<file path="src/sfb_pkg.sv">
// ----------------------------------------------------------------------------
// sfb_pkg
// Shared types, constants and exp tables of the softmax forward/backward unit.
// ----------------------------------------------------------------------------
`default_nettype none

package sfb_pkg;

  localparam int COL_W    = 7;
  localparam int IDX_W    = 6;
  localparam int RB_DEPTH = 64;
  localparam int DATA_W   = 16;
  localparam int SUM_W    = 32;
  localparam int ACC_W    = 40;
  localparam int EXP_W    = 17;
  localparam int DIV_STEPS = 16;

  localparam logic REQ_FWD = 1'b0;
  localparam logic REQ_BWD = 1'b1;

  localparam logic [COL_W-1:0] ROW_LEN_RST = 7'd64;

  typedef struct packed {
    logic             rb_we;
    logic [IDX_W-1:0] rb_waddr;
    logic             rd_en;
    logic [IDX_W-1:0] rb_raddr;
    logic             clr_acc;
    logic             max_upd;
    logic             max_first;
    logic             exp_start;
    logic             exp_mid;
    logic             exp_fin;
    logic             sum_acc;
    logic             div_load;
    logic             div_step;
    logic             bs_mul;
    logic             bs_acc;
    logic             bo_diff;
    logic             bo_mul;
    logic             bo_fin;
    logic             st_we;
    logic             emit;
    logic             emit_kind;
    logic             emit_last;
    logic             emit_ovf;
    logic             emit_zero;
    logic [IDX_W-1:0] row_idx;
  } dp_cmd_t;

  typedef struct packed {
    logic out_free;
  } dp_sts_t;

  // exp(-i), i integer part
  function automatic logic [EXP_W-1:0] exp_int(input logic [7:0] i);
    logic [EXP_W-1:0] e;
    case (i)
      8'd0:    e = 17'd65536;
      8'd1:    e = 17'd24109;
      8'd2:    e = 17'd8869;
      8'd3:    e = 17'd3263;
      8'd4:    e = 17'd1200;
      8'd5:    e = 17'd442;
      8'd6:    e = 17'd162;
      8'd7:    e = 17'd60;
      8'd8:    e = 17'd22;
      8'd9:    e = 17'd8;
      8'd10:   e = 17'd3;
      8'd11:   e = 17'd1;
      default: e = 17'd0;
    endcase
    return e;
  endfunction

  // exp(-h/16)
  function automatic logic [EXP_W-1:0] exp_hi(input logic [3:0] h);
    logic [EXP_W-1:0] e;
    case (h)
      4'd0:    e = 17'd65536;
      4'd1:    e = 17'd61565;
      4'd2:    e = 17'd57835;
      4'd3:    e = 17'd54331;
      4'd4:    e = 17'd51039;
      4'd5:    e = 17'd47947;
      4'd6:    e = 17'd45042;
      4'd7:    e = 17'd42313;
      4'd8:    e = 17'd39750;
      4'd9:    e = 17'd37341;
      4'd10:   e = 17'd35079;
      4'd11:   e = 17'd32954;
      4'd12:   e = 17'd30957;
      4'd13:   e = 17'd29081;
      4'd14:   e = 17'd27319;
      default: e = 17'd25664;
    endcase
    return e;
  endfunction

  // exp(-l/256)
  function automatic logic [EXP_W-1:0] exp_lo(input logic [3:0] l);
    logic [EXP_W-1:0] e;
    case (l)
      4'd0:    e = 17'd65536;
      4'd1:    e = 17'd65280;
      4'd2:    e = 17'd65026;
      4'd3:    e = 17'd64772;
      4'd4:    e = 17'd64520;
      4'd5:    e = 17'd64268;
      4'd6:    e = 17'd64018;
      4'd7:    e = 17'd63768;
      4'd8:    e = 17'd63520;
      4'd9:    e = 17'd63272;
      4'd10:   e = 17'd63025;
      4'd11:   e = 17'd62781;
      4'd12:   e = 17'd62535;
      4'd13:   e = 17'd62291;
      4'd14:   e = 17'd62048;
      default: e = 17'd61806;
    endcase
    return e;
  endfunction

endpackage

`default_nettype wire

</file>
<file path="src/sfb_ctrl.sv">
// ----------------------------------------------------------------------------
// sfb_ctrl
// Controller: row collection, pass sequencing, row counter and config register.
// ----------------------------------------------------------------------------
`default_nettype none

module sfb_ctrl import sfb_pkg::*; #(
  parameter int MAX_COLS = 64,
  parameter int MAX_ROWS = 64,
  localparam int StAddrW = (MAX_ROWS * MAX_COLS > 1) ? $clog2(MAX_ROWS * MAX_COLS) : 1
) (
  input  wire logic               clk_i,
  input  wire logic               rst_ni,
  input  wire logic               cfg_we_i,
  input  wire logic [COL_W-1:0]   cfg_data_i,
  input  wire logic               in_valid_i,
  output      logic               in_ready_o,
  input  wire logic               req_type_i,
  input  wire logic               last_i,
  input  wire dp_sts_t            sts_i,
  output      dp_cmd_t            cmd_o,
  output      logic [StAddrW-1:0] st_addr_o
);

  localparam int RcW = $clog2(MAX_ROWS + 1);
  localparam logic [COL_W-1:0] LenCap = COL_W'((MAX_COLS < RB_DEPTH) ? MAX_COLS : RB_DEPTH);
  localparam logic [RcW-1:0] RowCap = RcW'(MAX_ROWS);

  typedef enum logic [10:0] {
    S_COLLECT = 11'b00000000001,
    S_RD      = 11'b00000000010,
    S_WAIT    = 11'b00000000100,
    S_E1      = 11'b00000001000,
    S_E2      = 11'b00000010000,
    S_E3      = 11'b00000100000,
    S_DIV     = 11'b00001000000,
    S_EMIT    = 11'b00010000000,
    S_BACC    = 11'b00100000000,
    S_BD1     = 11'b01000000000,
    S_BD2     = 11'b10000000000
  } state_e;

  typedef enum logic [5:0] {
    P_MAX  = 6'b000001,
    P_SUM  = 6'b000010,
    P_DIV  = 6'b000100,
    P_BSUM = 6'b001000,
    P_BOUT = 6'b010000,
    P_ZERO = 6'b100000
  } pass_e;

  state_e           state_q, state_d;
  pass_e            pass_q, pass_d;
  logic [COL_W-1:0] row_len_q;
  logic [COL_W-1:0] col_q, col_d;
  logic [COL_W-1:0] n_q, n_d;
  logic [COL_W-1:0] j_q, j_d;
  logic [3:0]       div_cnt_q, div_cnt_d;
  logic             kind_q, kind_d;
  logic             last_q, last_d;
  logic [RcW-1:0]   row_cnt_q;
  logic             row_done;

  logic             accept, complete, ovf, last_elem;
  logic [COL_W-1:0] len_min, eff_len, col_eff, col_inc;

  assign len_min   = (row_len_q == '0) ? COL_W'(1) : row_len_q;
  assign eff_len   = (len_min > LenCap) ? LenCap : len_min;
  assign accept    = in_valid_i && in_ready_o;
  assign col_eff   = (col_q != '0 && req_type_i != kind_q) ? '0 : col_q;
  assign col_inc   = col_eff + COL_W'(1);
  assign complete  = (col_inc >= eff_len) || last_i;
  assign ovf       = row_cnt_q >= RowCap;
  assign last_elem = (j_q + COL_W'(1)) == n_q;
  assign st_addr_o = StAddrW'(32'(row_cnt_q) * MAX_COLS + 32'(j_q));

  always_comb begin
    state_d    = state_q;
    pass_d     = pass_q;
    col_d      = col_q;
    n_d        = n_q;
    j_d        = j_q;
    div_cnt_d  = div_cnt_q;
    kind_d     = kind_q;
    last_d     = last_q;
    row_done   = 1'b0;
    in_ready_o = 1'b0;
    cmd_o      = '0;
    cmd_o.rb_waddr  = col_eff[IDX_W-1:0];
    cmd_o.rb_raddr  = j_q[IDX_W-1:0];
    cmd_o.max_first = (j_q == '0);
    cmd_o.emit_kind = (pass_q == P_DIV) ? REQ_FWD : REQ_BWD;
    cmd_o.emit_last = last_elem;
    cmd_o.emit_ovf  = ovf;
    cmd_o.emit_zero = (pass_q == P_ZERO);
    cmd_o.row_idx   = IDX_W'(row_cnt_q);

    unique case (state_q)
      S_COLLECT: begin
        in_ready_o = 1'b1;
        if (accept) begin
          cmd_o.rb_we = 1'b1;
          kind_d      = req_type_i;
          if (complete) begin
            cmd_o.clr_acc = 1'b1;
            col_d  = '0;
            n_d    = col_inc;
            last_d = last_i;
            j_d    = '0;
            if (req_type_i == REQ_FWD) begin
              pass_d  = P_MAX;
              state_d = S_RD;
            end else if (ovf) begin
              pass_d  = P_ZERO;
              state_d = S_EMIT;
            end else begin
              pass_d  = P_BSUM;
              state_d = S_RD;
            end
          end else begin
            col_d = col_inc;
          end
        end
      end
      S_RD: begin
        cmd_o.rd_en = 1'b1;
        state_d     = S_WAIT;
      end
      S_WAIT: begin
        unique case (pass_q) inside
          P_MAX: begin
            cmd_o.max_upd = 1'b1;
            state_d       = S_RD;
            if (last_elem) begin
              pass_d = P_SUM;
              j_d    = '0;
            end else begin
              j_d = j_q + COL_W'(1);
            end
          end
          P_SUM, P_DIV: begin
            cmd_o.exp_start = 1'b1;
            state_d         = S_E1;
          end
          P_BSUM: begin
            cmd_o.bs_mul = 1'b1;
            state_d      = S_BACC;
          end
          P_BOUT: begin
            cmd_o.bo_diff = 1'b1;
            state_d       = S_BD1;
          end
          default: state_d = S_EMIT;
        endcase
      end
      S_E1: begin
        cmd_o.exp_mid = 1'b1;
        state_d       = S_E2;
      end
      S_E2: begin
        cmd_o.exp_fin = 1'b1;
        state_d       = S_E3;
      end
      S_E3: begin
        if (pass_q == P_SUM) begin
          cmd_o.sum_acc = 1'b1;
          state_d       = S_RD;
          if (last_elem) begin
            pass_d = P_DIV;
            j_d    = '0;
          end else begin
            j_d = j_q + COL_W'(1);
          end
        end else begin
          cmd_o.div_load = 1'b1;
          div_cnt_d      = '0;
          state_d        = S_DIV;
        end
      end
      S_DIV: begin
        cmd_o.div_step = 1'b1;
        div_cnt_d      = div_cnt_q + 4'd1;
        if (div_cnt_q == 4'(DIV_STEPS - 1)) begin
          state_d = S_EMIT;
        end
      end
      S_BACC: begin
        cmd_o.bs_acc = 1'b1;
        state_d      = S_RD;
        if (last_elem) begin
          pass_d = P_BOUT;
          j_d    = '0;
        end else begin
          j_d = j_q + COL_W'(1);
        end
      end
      S_BD1: begin
        cmd_o.bo_mul = 1'b1;
        state_d      = S_BD2;
      end
      S_BD2: begin
        cmd_o.bo_fin = 1'b1;
        state_d      = S_EMIT;
      end
      S_EMIT: begin
        if (sts_i.out_free) begin
          cmd_o.emit  = 1'b1;
          cmd_o.st_we = (pass_q == P_DIV) && !ovf;
          if (last_elem) begin
            row_done = 1'b1;
            state_d  = S_COLLECT;
          end else begin
            j_d     = j_q + COL_W'(1);
            state_d = (pass_q == P_ZERO) ? S_EMIT : S_RD;
          end
        end
      end
      default: state_d = S_COLLECT;
    endcase
  end

  always_ff @(posedge clk_i or negedge rst_ni) begin
    if (!rst_ni) begin
      state_q   <= S_COLLECT;
      pass_q    <= P_MAX;
      row_len_q <= ROW_LEN_RST;
      col_q     <= '0;
      n_q       <= COL_W'(1);
      j_q       <= '0;
      div_cnt_q <= '0;
      kind_q    <= REQ_FWD;
      last_q    <= 1'b0;
      row_cnt_q <= '0;
    end else begin
      state_q   <= state_d;
      pass_q    <= pass_d;
      col_q     <= col_d;
      n_q       <= n_d;
      j_q       <= j_d;
      div_cnt_q <= div_cnt_d;
      kind_q    <= kind_d;
      last_q    <= last_d;
      if (cfg_we_i) begin
        row_len_q <= cfg_data_i;
      end
      if (row_done) begin
        if (last_q) begin
          row_cnt_q <= '0;
        end else if (!ovf) begin
          row_cnt_q <= row_cnt_q + RcW'(1);
        end
      end
    end
  end

  a_emit_free: assert property (@(posedge clk_i) disable iff (!rst_ni)
    cmd_o.emit |-> sts_i.out_free) else $error("result issued into occupied register");

  a_row_closes: assert property (@(posedge clk_i) disable iff (!rst_ni)
    (accept && complete) |=> !in_ready_o) else $error("request taken while row busy");

  a_index_bound: assert property (@(posedge clk_i) disable iff (!rst_ni)
    (state_q != S_COLLECT) |-> (j_q < n_q)) else $error("element index past row end");

  a_row_cnt_cap: assert property (@(posedge clk_i) disable iff (!rst_ni)
    row_cnt_q <= RowCap) else $error("row counter past capacity");

endmodule

`default_nettype wire

</file>
<file path="config.mk">
export PLATFORM = sky130hd
export DESIGN_NAME = sfb_ctrl
export DESIGN_NICKNAME = d
export VERILOG_FILES = /design/src/sfb_pkg.sv /design/src/sfb_ctrl.sv
export SDC_FILE = /design/constraint.sdc
export NUM_CORES = 1
export LEC_CHECK = 0
export BUFFER_PORTS_ARGS = -buffer_cell sky130_fd_sc_hd__buf_2
export CELL_PAD_IN_SITES_DETAIL_PLACEMENT = 1
export CELL_PAD_IN_SITES_GLOBAL_PLACEMENT = 2
export CORE_MARGIN = 2
export CORE_UTILIZATION = 34
export CTS_CLUSTER_SIZE = 40
export DETAILED_ROUTE_END_ITERATION = 8
export GPL_TIMING_DRIVEN = 0
export PLACE_DENSITY = 0.88
export REMOVE_ABC_BUFFERS = 1
export SLEW_MARGIN = 20
export SYNTH_ARGS = -nofsm -noshare
export SYNTH_HDL_FRONTEND = slang
export SYNTH_SLANG_ARGS = --single-unit
export TNS_END_PERCENT = 1
</file>
<file path="constraint.sdc">
create_clock -name clk_i -period 4.5 [get_ports clk_i]
set_input_delay 0.9 -clock clk_i [delete_from_list [all_inputs] [get_ports clk_i]]
set_output_delay 0.9 -clock clk_i [all_outputs]
set_load 0.005 [all_outputs]
</file>
# After elaboration in Yosys (flattened, before gate mapping)
# Index checks and enable logic that the tools add are counted.
# totals
reg_bits,58
inputBits,14
output_inout_bits,53
word_cells,136
# op_classes
addsub,5
magnitude_cmp,3
n_eq_ne,32
mux,67
reduce_logical,19
# op_table
cell,n
11-bit one-hot mux with 11 select lines,1
7-bit 2-to-1 mux,14
6-bit 2-to-1 mux,9
11-bit 2-to-1 mux,4
10-bit one-hot mux with 4 select lines,1
7-bit one-hot mux with 5 select lines,1
8-bit 2-to-1 mux,4
1-bit 2-to-1 mux,27
"2-bit inequality test, second input constant",12
6-bit one-hot mux with 4 select lines,1
"7-bit by 1-bit adder with 7-bit output, second input constant",3
7-bit logical NOT,2
12-bit by 7-bit adder with 12-bit output,1
"11-bit by 1-bit equality test with 1-bit output, second input constant",1
"11-bit by 10-bit equality test with 1-bit output, second input constant",1
"11-bit equality test, second input constant",1
"11-bit by 2-bit equality test with 1-bit output, second input constant",1
"11-bit by 3-bit equality test with 1-bit output, second input constant",1
"11-bit by 4-bit equality test with 1-bit output, second input constant",1
"11-bit by 5-bit equality test with 1-bit output, second input constant",1
"11-bit by 6-bit equality test with 1-bit output, second input constant",1
"11-bit by 7-bit equality test with 1-bit output, second input constant",1
"11-bit by 8-bit equality test with 1-bit output, second input constant",1
"11-bit by 9-bit equality test with 1-bit output, second input constant",1
other kinds (29),35

# Longest topological paths before layout
# depth
word_depth,9
ltp_mapped,15
depth_no_buf,13

# Worst setup path after synthesis
# No wires, ideal clock.
# synth_path
kind,input to output
from,in req_type_i
to,out cmd_o[25] (netlist name)
arrival_time_ps,3428
t_required_ps,3600
path_slack_ps,172
cell_stages,13
path_buffers,2
path_cell_list,clkbuf_1 > xnor2_1 > and2_1 > ha_1 > nand3_1 > nor2_1 > xnor2_1 > nor2_1 > ha_1 > a211oi_1 > o31a_1 > nor2_4 > buf_4
# synth_lines
item,line,rtl
from (decl),sfb_ctrl.sv:18,"input wire logic req_type_i,"
to (decl),sfb_ctrl.sv:21,"output dp_cmd_t cmd_o,"

==> metrics <==
status finished with violations; violated checks DRC; post-layout util 0.4015; DRT Pass-1 Iters 6; fin crit share 0.9459; total track usage 0.1784; post-synth top area cell dfrtp_1; row cnt 39; top_reg_cell synth dfrtp_1; DRC 6; Placer Congestion a little over 0.8; dpl hpwl 8.113 mm; count of final setup violators 0; Fillers between 1000 and 1500; full die area 12810 sq um; pin count of the biggest net entering global routing 59; Seq/Total Area, Yosys 0.3595; IO buf count 66; Routed WL per cell 17.38 um; CP peak stage delay 0.35 ns; vias in the first global route 3586; clk slew on worst S/H paths 0.05 ns; CTS root buf clkbuf_16; Die X between 100 and 150 um; Sink Count 58; post-synthesis simple-gate area fraction 0.2696; Fmax achieved 234.9 MHz; CP cell instances buf_2 > xnor2_2 > and2_4 > ha_1 > nand3_1 > nor2_1 > xnor2_1 > nor2_2 > ha_1 > nand3_1 > o31a_1 > nor2_4 > buf_2; hold path cells 1; clock skew 0.005525 ns; Worst R2R Path Depth 13; Final Max Slew Viols 0; adder and majority gate portion of the synthesized area 0.04632; hold crit path type register to register; Syn Inst Count 465; worst-margin pin slew 0.7828 ns; vias post-DR 3546; CP Data Arrival Time between 3 and 4 ns; main combinational cell family by area after synthesis simple AND/OR/NAND/NOR gates; GRT overflow 0; IO Pins 67; first-pass GRT wire length 18.44 mm; syn avg cell area slightly below 9 sq um; post-DR vias/cell 5.498; Die H 113.2 um; post-synthesis register bit count 58; Peak VDD IR 0.2015 mV; drt initial violations 128; top-count cell post-synth dfrtp_1; critical path's slowest cell o31a_1; Worst EP required 3.60 ns; Skew-Pair Late Insertion Delay 0.33 ns; worst-path fanout max 8; crit path time final ~4.3 ns; Synth Area in XOR/XNOR 0.05621; maxcap violations 0; largest cells by area after synthesis dfrtp_1, ha_1, nand2_1; WL final about 11 mm; PD cells 454.3 nW/um^2; Setup Crit Path Kind input pin to primary output; crit end category primary output; share of layout cells above drive strength 1 0.2390; count of different cell masters after synthesis 67; CTS Buffer Depth 2; # diodes 0; Synth Area in Compound Gates 0.1442; R2R setup slack 0.67 ns; cts bufs inserted 9; DRT antenna net count 0; Core Footprint 11520 sq um; Max H-tree Level 3; commonest cells in the netlist dfrtp_1, nand2_1, nor2_1; nets@finish 526; synthesized cell area 4051 sq um; Final Hold Vio Count 0; mux contribution to synthesized area 0.03305; ys async rst share 1.000; Layout area overhead 14.11%; Max-slew headroom 0.4781; top-area cell type share of the netlist area 0.3335; Post-synth EDFFs 0; crit path launch type input pin; fin area 4623 sq um; Starting Density 0.3518; antenna violations before repair 0; Leak 2.272 nW; CTS tree done; Ys Warns 0; Area after DPL 4285 sq um
## registers in the layout, indices dropped and copies added (netlist names)
signal     flops
row_cnt_q      7
n_q            7
state_q       11
last_q         1
kind_q         1
pass_q         6
col_q          7
row_len_q      7
div_cnt_q      4
j_q            7
## critical path, delay by kind of cell
family | cells | cell delay, ns
XOR/XNOR | 2 | 0.38
buffers and inverters | 2 | 0.31
AO/OA/AOI/OAI | 1 | 0.35
AND/OR/NAND/NOR | 6 | 0.89
adder cells (fa/ha/maj) | 2 | 0.53
## placed cells by master (no fill, tap or decap), drive strengths merged, types with 11 or more instances in the layout
master  instances
xor2           15
dfrtp          54
clkbuf         13
o21ai          24
xnor2          11
nor2           36
mux2           11
nand3          26
inv            23
nor3           18
nor4           13
nand2          47
buf            68
nand4          11
a21oi          12
ha             15
## kinds of logic (layout without fill, tap and decap cells)
logic type / after synthesis / after routing
compound gates: 82 / 82
xor+xnor: 26 / 26
fa+ha+maj: 15 / 15
buf+inv: 71 / 108
flops: 58 / 58
mux: 12 / 12
simple gates: 201 / 201
## final cells by class
cell class | instances | area (sq um) | area share
multi-input cells | 336 | 2258 | 0.4885
clock inverters | 3 | 40.04 | 0.008660
flip-flops and latches | 58 | 1456 | 0.3150
clock buffers | 13 | 250.2 | 0.05413
well taps | 143 | 178.9 | 0.03870
inverters | 24 | 91.34 | 0.01976
repair buffers | 68 | 347.8 | 0.07524
## metal layers
layer | routed length, um | share of wire | track usage
met3 | 398 | 0.036 | 0.03535
met1 | 5341 | 0.48 | 0.2462
met2 | 5337 | 0.48 | 0.2894
met5 | 0 | 0 | 0
met4 | 129 | 0.012 | 0.04228
## per-stage QoR
| step | power (mW) | worst slack (ns) | hold slack, ns | std cells | setup TNS (ns) |
|---|---|---|---|---|---|
| after floorplan | 1.153 | 0.5184 | 0.4512 | 418 | 0 |
| after global placement | 1.355 | -0.3575 | 0.4771 | 627 | -2.538 |
| after detailed placement | 1.383 | -0.4776 | 0.4921 | 627 | -3.488 |
| after CTS | 2.091 | 0.03864 | 0.5074 | 645 | 0 |
| after global routing | 2.243 | -0.0008815 | 0.5234 | 645 | -0.0008815 |
| final | 2.100 | 0.2434 | 0.5026 | 645 | 0 |
## final timing paths
check / from / end
min: div_cnt_q[2] / div_cnt_q[2]
max reg2reg: kind_q / j_q[2]
min in group asynchronous: rst_ni / kind_q
max in group asynchronous: rst_ni / state_q[5]
min reg2reg: div_cnt_q[2] / div_cnt_q[2]
max: req_type_i / cmd_o[25]
## report_power, final
part | switching, mW | internal [mW] | total [mW]
Sequential | 0.113 | 0.594 | 0.708
Clock | 0.242 | 0.442 | 0.684
Combinational | 0.428 | 0.280 | 0.708
Total | 0.783 | 1.32 | 2.10
## what timing repair did
action	in CTS	in global routing
endpoints found under the setup margin	8	8
gates resized for setup	2	6
setup buffers	2	0
hold buffers	0	0
pin swaps	1	0
cloned	0	0
Power figures use the tool's default switching activity.
